`src/design/display_idle_off_tap_wake_core_assert.svh`:
```
// ----------------------------------------------------------------------------
// Assertion macros for the display idle-off / tap-wake core
// Concurrent checks clocked on clk, disabled while arst_n is low.
// ----------------------------------------------------------------------------
`ifndef DISPLAY_IDLE_OFF_TAP_WAKE_CORE_ASSERT_SVH
`define DISPLAY_IDLE_OFF_TAP_WAKE_CORE_ASSERT_SVH

`ifndef NO_ASSERTIONS

// same-cycle implication
`define DIOTW_ASSERT_IMP(label, ante, cons, msg) \
	label: assert property (@(posedge clk) disable iff (!arst_n) (ante) |-> (cons)) \
		else $error(msg);

// next-cycle implication
`define DIOTW_ASSERT_NXT(label, ante, cons, msg) \
	label: assert property (@(posedge clk) disable iff (!arst_n) (ante) |=> (cons)) \
		else $error(msg);

`else

`define DIOTW_ASSERT_IMP(label, ante, cons, msg)
`define DIOTW_ASSERT_NXT(label, ante, cons, msg)

`endif

`endif

```
`src/design/diotw_pkg.sv`:
```
`timescale 1ns / 1ps
// ----------------------------------------------------------------------------
// diotw_pkg
// Shared types and constants of the display idle-off / tap-wake core.
// ----------------------------------------------------------------------------
package diotw_pkg;

	localparam int TICK_WIDTH_DEF = 32;
	localparam int OPCODE_W       = 3;
	localparam int NOW_W          = 32;
	localparam int ACTION_W       = 2;
	localparam int CFG_W          = 32;
	localparam int PADDR_W        = 4;
	localparam int PDATA_W        = 32;

	// event opcodes
	localparam logic [OPCODE_W-1:0] OP_POLL     = 3'd0;
	localparam logic [OPCODE_W-1:0] OP_ACTIVITY = 3'd1;
	localparam logic [OPCODE_W-1:0] OP_FORCE_ON = 3'd2;
	localparam logic [OPCODE_W-1:0] OP_PRESS    = 3'd3;
	localparam logic [OPCODE_W-1:0] OP_RELEASE  = 3'd4;
	localparam logic [OPCODE_W-1:0] OP_LOST     = 3'd5;
	localparam logic [OPCODE_W-1:0] OP_SHORT    = 3'd6;
	localparam logic [OPCODE_W-1:0] OP_DOUBLE   = 3'd7;

	// backlight actions
	localparam logic [ACTION_W-1:0] ACT_NONE = 2'd0;
	localparam logic [ACTION_W-1:0] ACT_OFF  = 2'd1;
	localparam logic [ACTION_W-1:0] ACT_ON   = 2'd2;

	// register indexes (word address)
	localparam logic [1:0] REG_AUTO_OFF   = 2'd0;
	localparam logic [1:0] REG_IDLE_TMO   = 2'd1;
	localparam logic [1:0] REG_MAX_TAP    = 2'd2;
	localparam logic [1:0] REG_TAP_WINDOW = 2'd3;

	// register reset values
	localparam logic             RST_AUTO_OFF   = 1'b1;
	localparam logic [CFG_W-1:0] RST_IDLE_TMO   = 32'd10000;
	localparam logic [CFG_W-1:0] RST_MAX_TAP    = 32'd300;
	localparam logic [CFG_W-1:0] RST_TAP_WINDOW = 32'd700;

	typedef struct packed {
		logic             auto_off_enable;
		logic [CFG_W-1:0] idle_timeout_ticks;
		logic [CFG_W-1:0] max_tap_ticks;
		logic [CFG_W-1:0] double_tap_window_ticks;
	} cfg_t;

endpackage

```
`src/design/diotw_if.sv`:
```
`timescale 1ns / 1ps
// ----------------------------------------------------------------------------
// diotw_if
// Valid/ready channels for event items and result items.
// ----------------------------------------------------------------------------
interface diotw_evt_if import diotw_pkg::*; ();
	logic                valid;
	logic                ready;
	logic [OPCODE_W-1:0] opcode;
	logic [NOW_W-1:0]    now_tick;
	logic                recording;

	modport source (output valid, opcode, now_tick, recording, input ready);
	modport sink   (input valid, opcode, now_tick, recording, output ready);
endinterface

interface diotw_res_if import diotw_pkg::*; ();
	logic                valid;
	logic                ready;
	logic                display_is_off;
	logic [ACTION_W-1:0] backlight_action;

	modport source (output valid, display_is_off, backlight_action, input ready);
	modport sink   (input valid, display_is_off, backlight_action, output ready);
endinterface

```
`src/design/display_idle_off_tap_wake_core.sv`:
```
`timescale 1ns / 1ps
// ----------------------------------------------------------------------------
// display_idle_off_tap_wake_core
// Backlight idle timeout with a double-tap wake guard while recording.
// ----------------------------------------------------------------------------
//
//  channel  | dir | handshake     | payload
//  ---------+-----+---------------+--------------------------------------
//  evt      | in  | valid/ready   | opcode, now_tick, recording
//  res      | out | valid/ready   | display_is_off, backlight_action
//  apb      | in  | psel/penable  | paddr, pwdata, prdata (4 registers)
//
//  One item per cycle sustained while res takes each result item.
//  An item sits in the input register, then one pass of subtract/compare
//  logic updates the state and loads the result register at the same edge.
//  evt.ready drops only when the input register is full and the result
//  register holds an item that res has not taken.
//  arst_n clears the state flags and last_q, the valid flags, and sets the registers to defaults.
//
`include "display_idle_off_tap_wake_core_assert.svh"

module display_idle_off_tap_wake_core import diotw_pkg::*; #(
	parameter int TICK_WIDTH = TICK_WIDTH_DEF
) (
	input  logic               clk,
	input  logic               arst_n,
	diotw_evt_if.sink          evt,
	diotw_res_if.source        res,
	input  logic               psel,
	input  logic               penable,
	input  logic               pwrite,
	input  logic [PADDR_W-1:0] paddr,
	input  logic [PDATA_W-1:0] pwdata,
	output logic [PDATA_W-1:0] prdata,
	output logic               pready
);

	// compare width: ticks against 32-bit limits
	localparam int CW = (TICK_WIDTH > CFG_W) ? TICK_WIDTH : CFG_W;

	cfg_t cfg;

	diotw_regs u_regs (
		.clk     (clk),
		.arst_n  (arst_n),
		.psel    (psel),
		.penable (penable),
		.pwrite  (pwrite),
		.paddr   (paddr),
		.pwdata  (pwdata),
		.prdata  (prdata),
		.pready  (pready),
		.cfg     (cfg)
	);

	// input register
	logic                  valid_s1;
	logic [OPCODE_W-1:0]   op_s1;
	logic [TICK_WIDTH-1:0] now_s1;
	logic                  rec_s1;

	// result register
	logic                res_valid_q;
	logic                res_off_q;
	logic [ACTION_W-1:0] res_act_q;

	// block state
	logic                  off_q;
	logic [TICK_WIDTH-1:0] last_q;
	logic                  seen_q;
	logic [TICK_WIDTH-1:0] pstart_q;
	logic                  ppend_q;
	logic [TICK_WIDTH-1:0] ftap_q;
	logic                  ftseen_q;

	logic adv;
	logic take;

	assign adv       = valid_s1 & (~res_valid_q | res.ready);
	assign evt.ready = ~valid_s1 | adv;
	assign take      = evt.valid & evt.ready;

	always_ff @(posedge clk or negedge arst_n) begin
		if (!arst_n) begin
			valid_s1 <= 1'b0;
		end else if (evt.ready) begin
			valid_s1 <= evt.valid;
		end
	end

	always_ff @(posedge clk) begin
		if (take) begin
			op_s1  <= evt.opcode;
			now_s1 <= TICK_WIDTH'(evt.now_tick);
			rec_s1 <= evt.recording;
		end
	end

	// elapsed times and limit compares
	logic [TICK_WIDTH-1:0] idle_el;
	logic [TICK_WIDTH-1:0] dur_el;
	logic [TICK_WIDTH-1:0] gap_el;
	logic                  idle_hit;
	logic                  tap_ok;
	logic                  win_ok;

	assign idle_el  = seen_q ? (now_s1 - last_q) : '0;
	assign dur_el   = now_s1 - pstart_q;
	assign gap_el   = now_s1 - ftap_q;
	assign idle_hit = CW'(idle_el) >= CW'(cfg.idle_timeout_ticks);
	assign tap_ok   = CW'(dur_el) <= CW'(cfg.max_tap_ticks);
	assign win_ok   = ftseen_q & (CW'(gap_el) <= CW'(cfg.double_tap_window_ticks));

	// next state for one event
	logic                  off_d;
	logic [TICK_WIDTH-1:0] last_d;
	logic                  seen_d;
	logic [TICK_WIDTH-1:0] pstart_d;
	logic                  ppend_d;
	logic [TICK_WIDTH-1:0] ftap_d;
	logic                  ftseen_d;
	logic [ACTION_W-1:0]   act_d;
	logic                  wake;
	logic                  clr;

	always_comb begin
		off_d    = off_q;
		last_d   = last_q;
		seen_d   = seen_q;
		pstart_d = pstart_q;
		ppend_d  = ppend_q;
		ftap_d   = ftap_q;
		ftseen_d = ftseen_q;
		act_d    = ACT_NONE;
		wake     = 1'b0;
		clr      = 1'b0;

		case (op_s1)
			OP_POLL: begin
				if (cfg.auto_off_enable && !off_q) begin
					if (!seen_q) begin
						last_d = now_s1;
						seen_d = 1'b1;
					end
					if (idle_hit) begin
						off_d = 1'b1;
						clr   = 1'b1;
						act_d = ACT_OFF;
					end
				end
			end
			OP_ACTIVITY: begin
				last_d = now_s1;
				seen_d = 1'b1;
			end
			OP_FORCE_ON: wake = 1'b1;
			default: begin
				if (!off_q) begin
					// touch while on
					if (op_s1 == OP_PRESS) begin
						last_d = now_s1;
						seen_d = 1'b1;
					end
					clr = 1'b1;
				end else if (!rec_s1) begin
					// off, no guard: any press wakes
					clr  = 1'b1;
					wake = (op_s1 == OP_PRESS);
				end else begin
					// off and recording: tap guard
					case (op_s1)
						OP_LOST: clr = 1'b1;
						OP_PRESS: begin
							pstart_d = now_s1;
							ppend_d  = 1'b1;
						end
						OP_DOUBLE: wake = 1'b1;
						OP_SHORT: begin
							if (!ppend_q || !tap_ok) begin
								clr = 1'b1;
							end else if (win_ok) begin
								wake = 1'b1;
							end else begin
								ppend_d  = 1'b0;
								ftap_d   = now_s1;
								ftseen_d = 1'b1;
							end
						end
						default: ;
					endcase
				end
			end
		endcase

		if (clr || wake) begin
			ppend_d  = 1'b0;
			ftseen_d = 1'b0;
		end
		if (wake) begin
			off_d  = 1'b0;
			last_d = now_s1;
			seen_d = 1'b1;
			act_d  = off_q ? ACT_ON : ACT_NONE;
		end
	end

	// state and result update
	always_ff @(posedge clk or negedge arst_n) begin
		if (!arst_n) begin
			off_q    <= 1'b0;
			seen_q   <= 1'b0;
			ppend_q  <= 1'b0;
			ftseen_q <= 1'b0;
			last_q   <= '0;
		end else if (adv) begin
			off_q    <= off_d;
			seen_q   <= seen_d;
			ppend_q  <= ppend_d;
			ftseen_q <= ftseen_d;
			last_q   <= last_d;
		end
	end

	always_ff @(posedge clk) begin
		if (adv) begin
			pstart_q  <= pstart_d;
			ftap_q    <= ftap_d;
			res_off_q <= off_d;
			res_act_q <= act_d;
		end
	end

	always_ff @(posedge clk or negedge arst_n) begin
		if (!arst_n) begin
			res_valid_q <= 1'b0;
		end else if (adv) begin
			res_valid_q <= 1'b1;
		end else if (res.ready) begin
			res_valid_q <= 1'b0;
		end
	end

	assign res.valid            = res_valid_q;
	assign res.display_is_off   = res_off_q;
	assign res.backlight_action = res_act_q;

	// checks
	`DIOTW_ASSERT_IMP(a_on_means_lit, res_valid_q && res_act_q == ACT_ON, !res_off_q, "switch-on result shows the display off")
	`DIOTW_ASSERT_IMP(a_off_means_dark, res_valid_q && res_act_q == ACT_OFF, res_off_q, "switch-off result shows the display on")
	`DIOTW_ASSERT_IMP(a_rise_gives_off, $rose(off_q), res_valid_q && res_act_q == ACT_OFF, "display went off without a switch-off result")
	`DIOTW_ASSERT_IMP(a_guard_only_off, ppend_q || ftseen_q, off_q, "tap guard armed while the display is on")
	`DIOTW_ASSERT_NXT(a_stall_holds, res_valid_q && !res.ready, res_valid_q && $stable(res_act_q) && $stable(off_q), "result or state changed during an output stall")

endmodule

```
`src/design/diotw_regs.sv`:
```
`timescale 1ns / 1ps
// ----------------------------------------------------------------------------
// diotw_regs
// APB-style configuration registers; zero wait states.
// ----------------------------------------------------------------------------
module diotw_regs import diotw_pkg::*; (
	input  logic               clk,
	input  logic               arst_n,
	input  logic               psel,
	input  logic               penable,
	input  logic               pwrite,
	input  logic [PADDR_W-1:0] paddr,
	input  logic [PDATA_W-1:0] pwdata,
	output logic [PDATA_W-1:0] prdata,
	output logic               pready,
	output cfg_t               cfg
);

	cfg_t       cfg_q;
	logic       wr_en;
	logic [1:0] reg_idx;

	assign pready  = 1'b1;
	assign wr_en   = psel & penable & pwrite;
	assign reg_idx = paddr[3:2];

	// register writes
	always_ff @(posedge clk or negedge arst_n) begin
		if (!arst_n) begin
			cfg_q.auto_off_enable         <= RST_AUTO_OFF;
			cfg_q.idle_timeout_ticks      <= RST_IDLE_TMO;
			cfg_q.max_tap_ticks           <= RST_MAX_TAP;
			cfg_q.double_tap_window_ticks <= RST_TAP_WINDOW;
		end else if (wr_en) begin
			case (reg_idx)
				REG_AUTO_OFF:   cfg_q.auto_off_enable         <= pwdata[0];
				REG_IDLE_TMO:   cfg_q.idle_timeout_ticks      <= pwdata[CFG_W-1:0];
				REG_MAX_TAP:    cfg_q.max_tap_ticks           <= pwdata[CFG_W-1:0];
				REG_TAP_WINDOW: cfg_q.double_tap_window_ticks <= pwdata[CFG_W-1:0];
				default: ;
			endcase
		end
	end

	// read mux
	always_comb begin
		case (reg_idx)
			REG_AUTO_OFF:   prdata = {{(PDATA_W-1){1'b0}}, cfg_q.auto_off_enable};
			REG_IDLE_TMO:   prdata = cfg_q.idle_timeout_ticks;
			REG_MAX_TAP:    prdata = cfg_q.max_tap_ticks;
			REG_TAP_WINDOW: prdata = cfg_q.double_tap_window_ticks;
			default:        prdata = '0;
		endcase
	end

	assign cfg = cfg_q;

endmodule

```
`src/flat_wrapper.sv`:
```
// flat-port wrapper written by rule: the top's interface ports become plain ports
module display_idle_off_tap_wake_core_flat import diotw_pkg::*;
#(
	parameter int TICK_WIDTH = TICK_WIDTH_DEF
)
  (clk, arst_n, psel, penable, pwrite, paddr, pwdata, prdata, pready, evt_valid, evt_opcode, evt_now_tick, evt_recording, evt_ready, res_valid, res_display_is_off, res_backlight_action, res_ready);
  diotw_evt_if evt_i ();
  diotw_res_if res_i ();
  input  logic clk;
  input  logic arst_n;
  input  logic psel;
  input  logic penable;
  input  logic pwrite;
  input  logic [PADDR_W-1:0] paddr;
  input  logic [PDATA_W-1:0] pwdata;
  output logic [PDATA_W-1:0] prdata;
  output logic pready;
  input wire logic [$bits(evt_i.valid)-1:0] evt_valid;
  input wire logic [$bits(evt_i.opcode)-1:0] evt_opcode;
  input wire logic [$bits(evt_i.now_tick)-1:0] evt_now_tick;
  input wire logic [$bits(evt_i.recording)-1:0] evt_recording;
  output wire logic [$bits(evt_i.ready)-1:0] evt_ready;
  output wire logic [$bits(res_i.valid)-1:0] res_valid;
  output wire logic [$bits(res_i.display_is_off)-1:0] res_display_is_off;
  output wire logic [$bits(res_i.backlight_action)-1:0] res_backlight_action;
  input wire logic [$bits(res_i.ready)-1:0] res_ready;
  assign evt_i.valid = evt_valid;
  assign evt_i.opcode = evt_opcode;
  assign evt_i.now_tick = evt_now_tick;
  assign evt_i.recording = evt_recording;
  assign evt_ready = evt_i.ready;
  assign res_valid = res_i.valid;
  assign res_display_is_off = res_i.display_is_off;
  assign res_backlight_action = res_i.backlight_action;
  assign res_i.ready = res_ready;
  display_idle_off_tap_wake_core #(.TICK_WIDTH(TICK_WIDTH)) u_core (.clk(clk), .arst_n(arst_n), .evt(evt_i), .res(res_i), .psel(psel), .penable(penable), .pwrite(pwrite), .paddr(paddr), .pwdata(pwdata), .prdata(prdata), .pready(pready));
endmodule
```
`config.mk`:
```
export PLATFORM = sky130hd
export DESIGN_NAME = display_idle_off_tap_wake_core_flat
export DESIGN_NICKNAME = d
export VERILOG_FILES = /design/src/design/diotw_pkg.sv /design/src/design/diotw_if.sv /design/src/design/display_idle_off_tap_wake_core.sv /design/src/design/diotw_regs.sv /design/src/flat_wrapper.sv
export VERILOG_INCLUDE_DIRS = /design/src /design/src/design
export SDC_FILE = /design/constraint.sdc
export NUM_CORES = 1
export LEC_CHECK = 0
export BUFFER_PORTS_ARGS = -buffer_cell sky130_fd_sc_hd__clkbuf_2
export CELL_PAD_IN_SITES_DETAIL_PLACEMENT = 1
export CELL_PAD_IN_SITES_GLOBAL_PLACEMENT = 2
export CORE_MARGIN = 2
export CORE_UTILIZATION = 44
export DETAILED_ROUTE_END_ITERATION = 7
export PLACE_DENSITY_LB_ADDON = 0.1
export SETUP_SLACK_MARGIN = 0.4
export SLEW_MARGIN = 20
export SYNTH_ARGS = -nofsm -noshare
export SYNTH_HDL_FRONTEND = slang
export SYNTH_HIERARCHICAL = 1
export SYNTH_SLANG_ARGS = --single-unit
```
`constraint.sdc`:
```
create_clock -name clk -period 13.12 [get_ports clk]
set_input_delay 3.28 -clock clk [delete_from_list [all_inputs] [get_ports clk]]
set_output_delay 3.28 -clock clk [all_outputs]
set_load 0.1 [all_outputs]
```
== Yosys cells after proc, flatten, opt, wreduce, memory -nomap -nowiden ==
Cells that the tools add are included.
Storage, ports and cells
  memories kept: 0
  RAM bits: 0
  ROM bits: 0
  output and inout bits: 38
  logic and storage cells: 132
  bits in latches: 0
  register bits: 238
Cells by class
  multipliers: 0
  muxes and demuxes: 51
  equal/unequal tests: 18
  bitwise gates (word level): 12
  $lt $le $gt $ge: 3
  reductions and logical operators: 27
  add/sub/neg operators: 3
  div/mod/pow operators: 0
  shifts and indexed selects: 0
Operators with widths (number)
  $mux 32: 6
  $pmux 32 s4: 1
  $pmux 32 s3: 1
  $sub 32x32->32: 3
  $le 32x32->1: 2
  $mux 1: 33
  $ge 32x32->1: 1
  $reduce_and 7->1: 3
  $pmux 1 s2: 5
  $reduce_and 5->1: 2
  $eq 3x3->1 const B: 3
  $ne 3x3->1 const B: 3
  $mux 2: 4
  $reduce_and 2->1: 4
  $reduce_bool 2->1: 4
  $eq 3x2->1 const B: 2
  $reduce_and 6->1: 1
  $and 1x1->1: 5
  $not 1->1: 5
  $eq 2x2->1 const B: 2
  $ne 2x1->1 const B: 2
  $ne 2x2->1 const B: 2
  $ne 4x4->1 const B: 1
  $reduce_bool 4->1: 1
  13 further kinds: 18

== Longest topological paths before layout ==
  word-level depth: 12
  gate-level depth with buffers: 25

== By module ==
Netlist, hierarchy kept.
By module, submodules not included
  display_idle_off_tap_wake_core: instances 1, cells an instance 1279, seq. area each 4043.9 µm², area each 12116.6 µm²
  diotw_regs: instances 1, cells an instance 287, seq. area each 2447.3 µm², area each 4526.8 µm²

== Worst setup path after synthesis ==
Ideal clock, no wire load.
  path type: input port to output port
  from: input paddr[3]
  to: output prdata[10]
  arrival: 4669 ps
  path slack: 5171 ps
  stages on the path: 4
  path through: buf_2 nor2b_4 clkbuf_1 a22o_1
Between the ends
  cells in the longest elaborated chain, start to end: 2
  elaborated cells between the ends (all ways): 5
RTL lines
  from (decl): line flat_wrapper.sv:14  | input logic [PADDR_W-1:0] paddr;
  $eq 2x2->1 (tied with other cells): line diotw_regs.sv:47  | case (reg_idx)
  $pmux 32 s4 (*): line diotw_regs.sv:47
  to (decl): line flat_wrapper.sv:16  | output logic [PDATA_W-1:0] prdata;
Every way passes the cells marked *; elsewhere a longest branch is shown, timed or not.

== Final worst setup path ==
  from: input paddr[3]
  to: output prdata[24]
Same word-level chain as after synthesis.

==> metrics.yaml <==
critical_path:
  cpPeakStageDelay_ps: 590
  critPathBufInv: 4
  cp.required_ps: 9840
  path_depth: 6
  critPathTopFamily: "buffers and inverters"
  critPathMaxFanout: 36
  crit_path_cell_trace: "clkbuf_2 > buf_4 > nor2b_4 > buf_16 > a22o_1 > clkbuf_2"
  cp_slowest_cell: "nor2b_4"
  path_common_cell: "clkbuf_2"
  path_class: "input pin to output port"
  reg2reg_depth: 23
  cp-start-kind: "input pin"
  crit_arrival_ps: 5210
  setup.worst_path.end_class: "output port"
synth:
  ys_warn_count: 6
  ys.flop_type: "dfrtp_1"
  ys_async_sr_fraction_pct: 56.7
  ys_ff_latch: 238
  synth_edf_count: 103
  syn_avg_cell_area_sq_um: 10.6
  synth_nets: 1837
  synth.distinct_cells: 83
  synth.cell_area_sq_mm: 0.0166
  synth_cells: 1566
  seq_area_frac_synth_pct: 39.0
power_and_ir_drop:
  pwr_density_cell_mw_per_mm2: 170
  leakagePower_uw: 0.00889
  p_total_uw: 3210
  vdd_drop_max_v: 0.000120
global_routing:
  grt_pass1_vias: 12700
  grt_pass1_wl_microns: 73700
  overflow: 0
  grtUsageTotal_pct: 24.4
  antenna_found_initial: 0
  grt_max_degree: 76
sta:
  fin_crit_ps: 8490
  setup_viol: 0
  worstMarginPinSlew_ps: 1120
  timing.slew.headroom_pct: 25.5
  setup_tns_ps: 0
  post-route-period-util_pct: 64.7
  skew_ps: 7.96
  fin_ws_ps: 4630
  max_freq_ghz: 0.118
  hold_violations: 0
  rsz0062_at_grt: "false"
  final_max_slew_viol_count: 0
placed_design:
  hpwlAfterDp_microns: 35900
  dp_slack_ps: 4370
  gp_congestion: 0.835
  portBuffers: 113
cts:
  post_cts_resized: 0
  cts.sinks: 238
  root_buffer: "clkbuf_16"
  cts_buffer_depth: 3
  numCtsBuffers: 30
  insertion_delay_ps: 580
  htree_levels: 1
  cts_tree: "built"
  post_cts_buffers: 0
  hold_buffers: 0
  clk_pin_slew_ps: 60
floorplanning:
  core_area_sq_mm: 0.0375
  core.rowCount: 71
  die_area_sq_mm: 0.0394
  boundaryPins: 117
  die_w_microns: 198
  initial_core_util_pct: 44.4
  die_y_microns: 198
route:
  post_drt_wl_per_cell_microns: 21.3
  drtIter0Drc: 545
  drc: 0
  first_pass_iters: 4
  antenna_left: 0
  num_vias: 12200
  wirelength_microns: 47400
  detail_route.vias_per_cell: 5.48
cells_and_area:
  fillers: 4145
  fin_nets: 1960
  area_growth_syn_to_layout_pct: 13.4
  diodes: 0
  drive_gt1_share_pct: 22.5
  fin_util_pct: 50.4
min_path:
  min_delay_path_depth: 1
  min_path_type: "flip-flop to flip-flop"
run:
  max-cap-violations: 0
run_status:
  status: "complete, no violations"
cells in the final DEF, fill, tap and decap left out, types with 35 or more instances in the layout:
master / netlist / final
a21o_1: 81 / 81
a21oi_1: 90 / 89
clkbuf_16: 0 / 35
clkbuf_2: 0 / 112
dfrtp_1: 119 / 119
edfxtp_1: 103 / 103
ha_1: 189 / 189
inv_1: 214 / 214
mux2_2: 126 / 126
nand2_1: 53 / 53
nor2_1: 46 / 46
o21ai_0: 53 / 53
xnor2_1: 54 / 54
metrics by stage:
stage          std cells  hold WS, ps  cell area [sq um]
6_report            2224          505              18900
5_1_grt             2224          517              18900
4_1_cts             2222          501              18800
3_5_place_dp        2166          493              17700
3_3_place_gp        2166          472              17700
2_1_floorplan       1566          457              16600
per-layer routing:
metal  global-route usage [%]  wire length [microns]  vias up
met3                     2.68                   1230       46
met5                        0                      0        -
met4                     4.98                    947        0
li1                         -                      -     5888
met1                     34.8                  23600     6101
met2                     40.2                  21700      153
report_power, final:
part	internal, uW	switching (uW)
logic	556	752
clock network	543	346
registers	907	104
total	2010	1200
cell type report:
type                            count  area (sq um)  share of cell area, %
Clock inverter                     13           119                  0.630
Inverter                          214           803                   4.26
Timing Repair Buffer              127           717                   3.80
Sequential cell                   238          6490                   34.4
Tap cell                          511           639                   3.39
Multi-Input combinational cell   1078          9150                   48.5
Clock buffer                       43           956                   5.06
cells by family after synthesis:
kind of cell    synth area share, %
xor+xnor                       4.00
fa+ha+maj                      14.6
mux                            11.7
other cells                  0.0225
simple gates                   8.96
flops                          39.0
buf+inv                        6.21
compound gates                 15.5
Yosys cell counts, drive strengths merged, types with 22 or more instances:
cell	instances	area (sq um)
a21o	81	608
a21oi	93	477
a22o	32	280
and2	28	178
dfrtp	119	2980
edfxtp	103	3090
ha	189	2360
inv	214	803
mux2	159	1900
nand2	53	199
nand3	22	110
nand4	25	156
nor2	47	179
nor3	23	115
o21a	23	173
o21ai	57	293
xnor2	54	473
xor2	22	193
sequential cells by signal, indices dropped and copies added, names as in the netlist:
signal and count:
u_core/ftap_q 32, u_core/ftseen_q 1, u_core/last_q 32, u_core/now_s1 32, u_core/off_q 1, u_core/op_s1 3, u_core/ppend_q 1, u_core/pstart_q 32
u_core/rec_s1 1, u_core/res.backlight_action 2, u_core/res.display_is_off 1, u_core/res.valid 1, u_core/seen_q 1, u_core/u_regs/cfg 97, u_core/valid_s1 1
final timing paths:
kind                                       start  slack (ps)                end
worst min register to register   u_core/valid_s1         500   u_core/res.valid
max in group asynchronous                 arst_n        9330  u_core/last_q[16]
worst max-delay path                    paddr[3]        4630         prdata[24]
worst max register to register  u_core/now_s1[1]        5530  u_core/last_q[29]
min in group asynchronous                 arst_n        2680   u_core/last_q[2]
worst min-delay path             u_core/valid_s1         500   u_core/res.valid
worst reg2reg max path: stages (launching register included):
cell and delay, ps:
edfxtp_1 520, inv_1 190, fa_1 460, nand2b_1 190
a211o_1 310, a311oi_1 600, a311oi_1 280, a21oi_1 480
o21ai_0 340, a21boi_1 320, nor3_1 130, o31ai_1 270
xnor2_1 100, ha_1 300, nand4_1 150, or2_2 330
o31ai_1 450, o21ai_0 170, o21a_1 150, o21ai_0 150
a21oi_1 190, a21oi_4 580, buf_4 420, mux2_2 380
No activity file was read; power rests on OpenSTA's default activity.
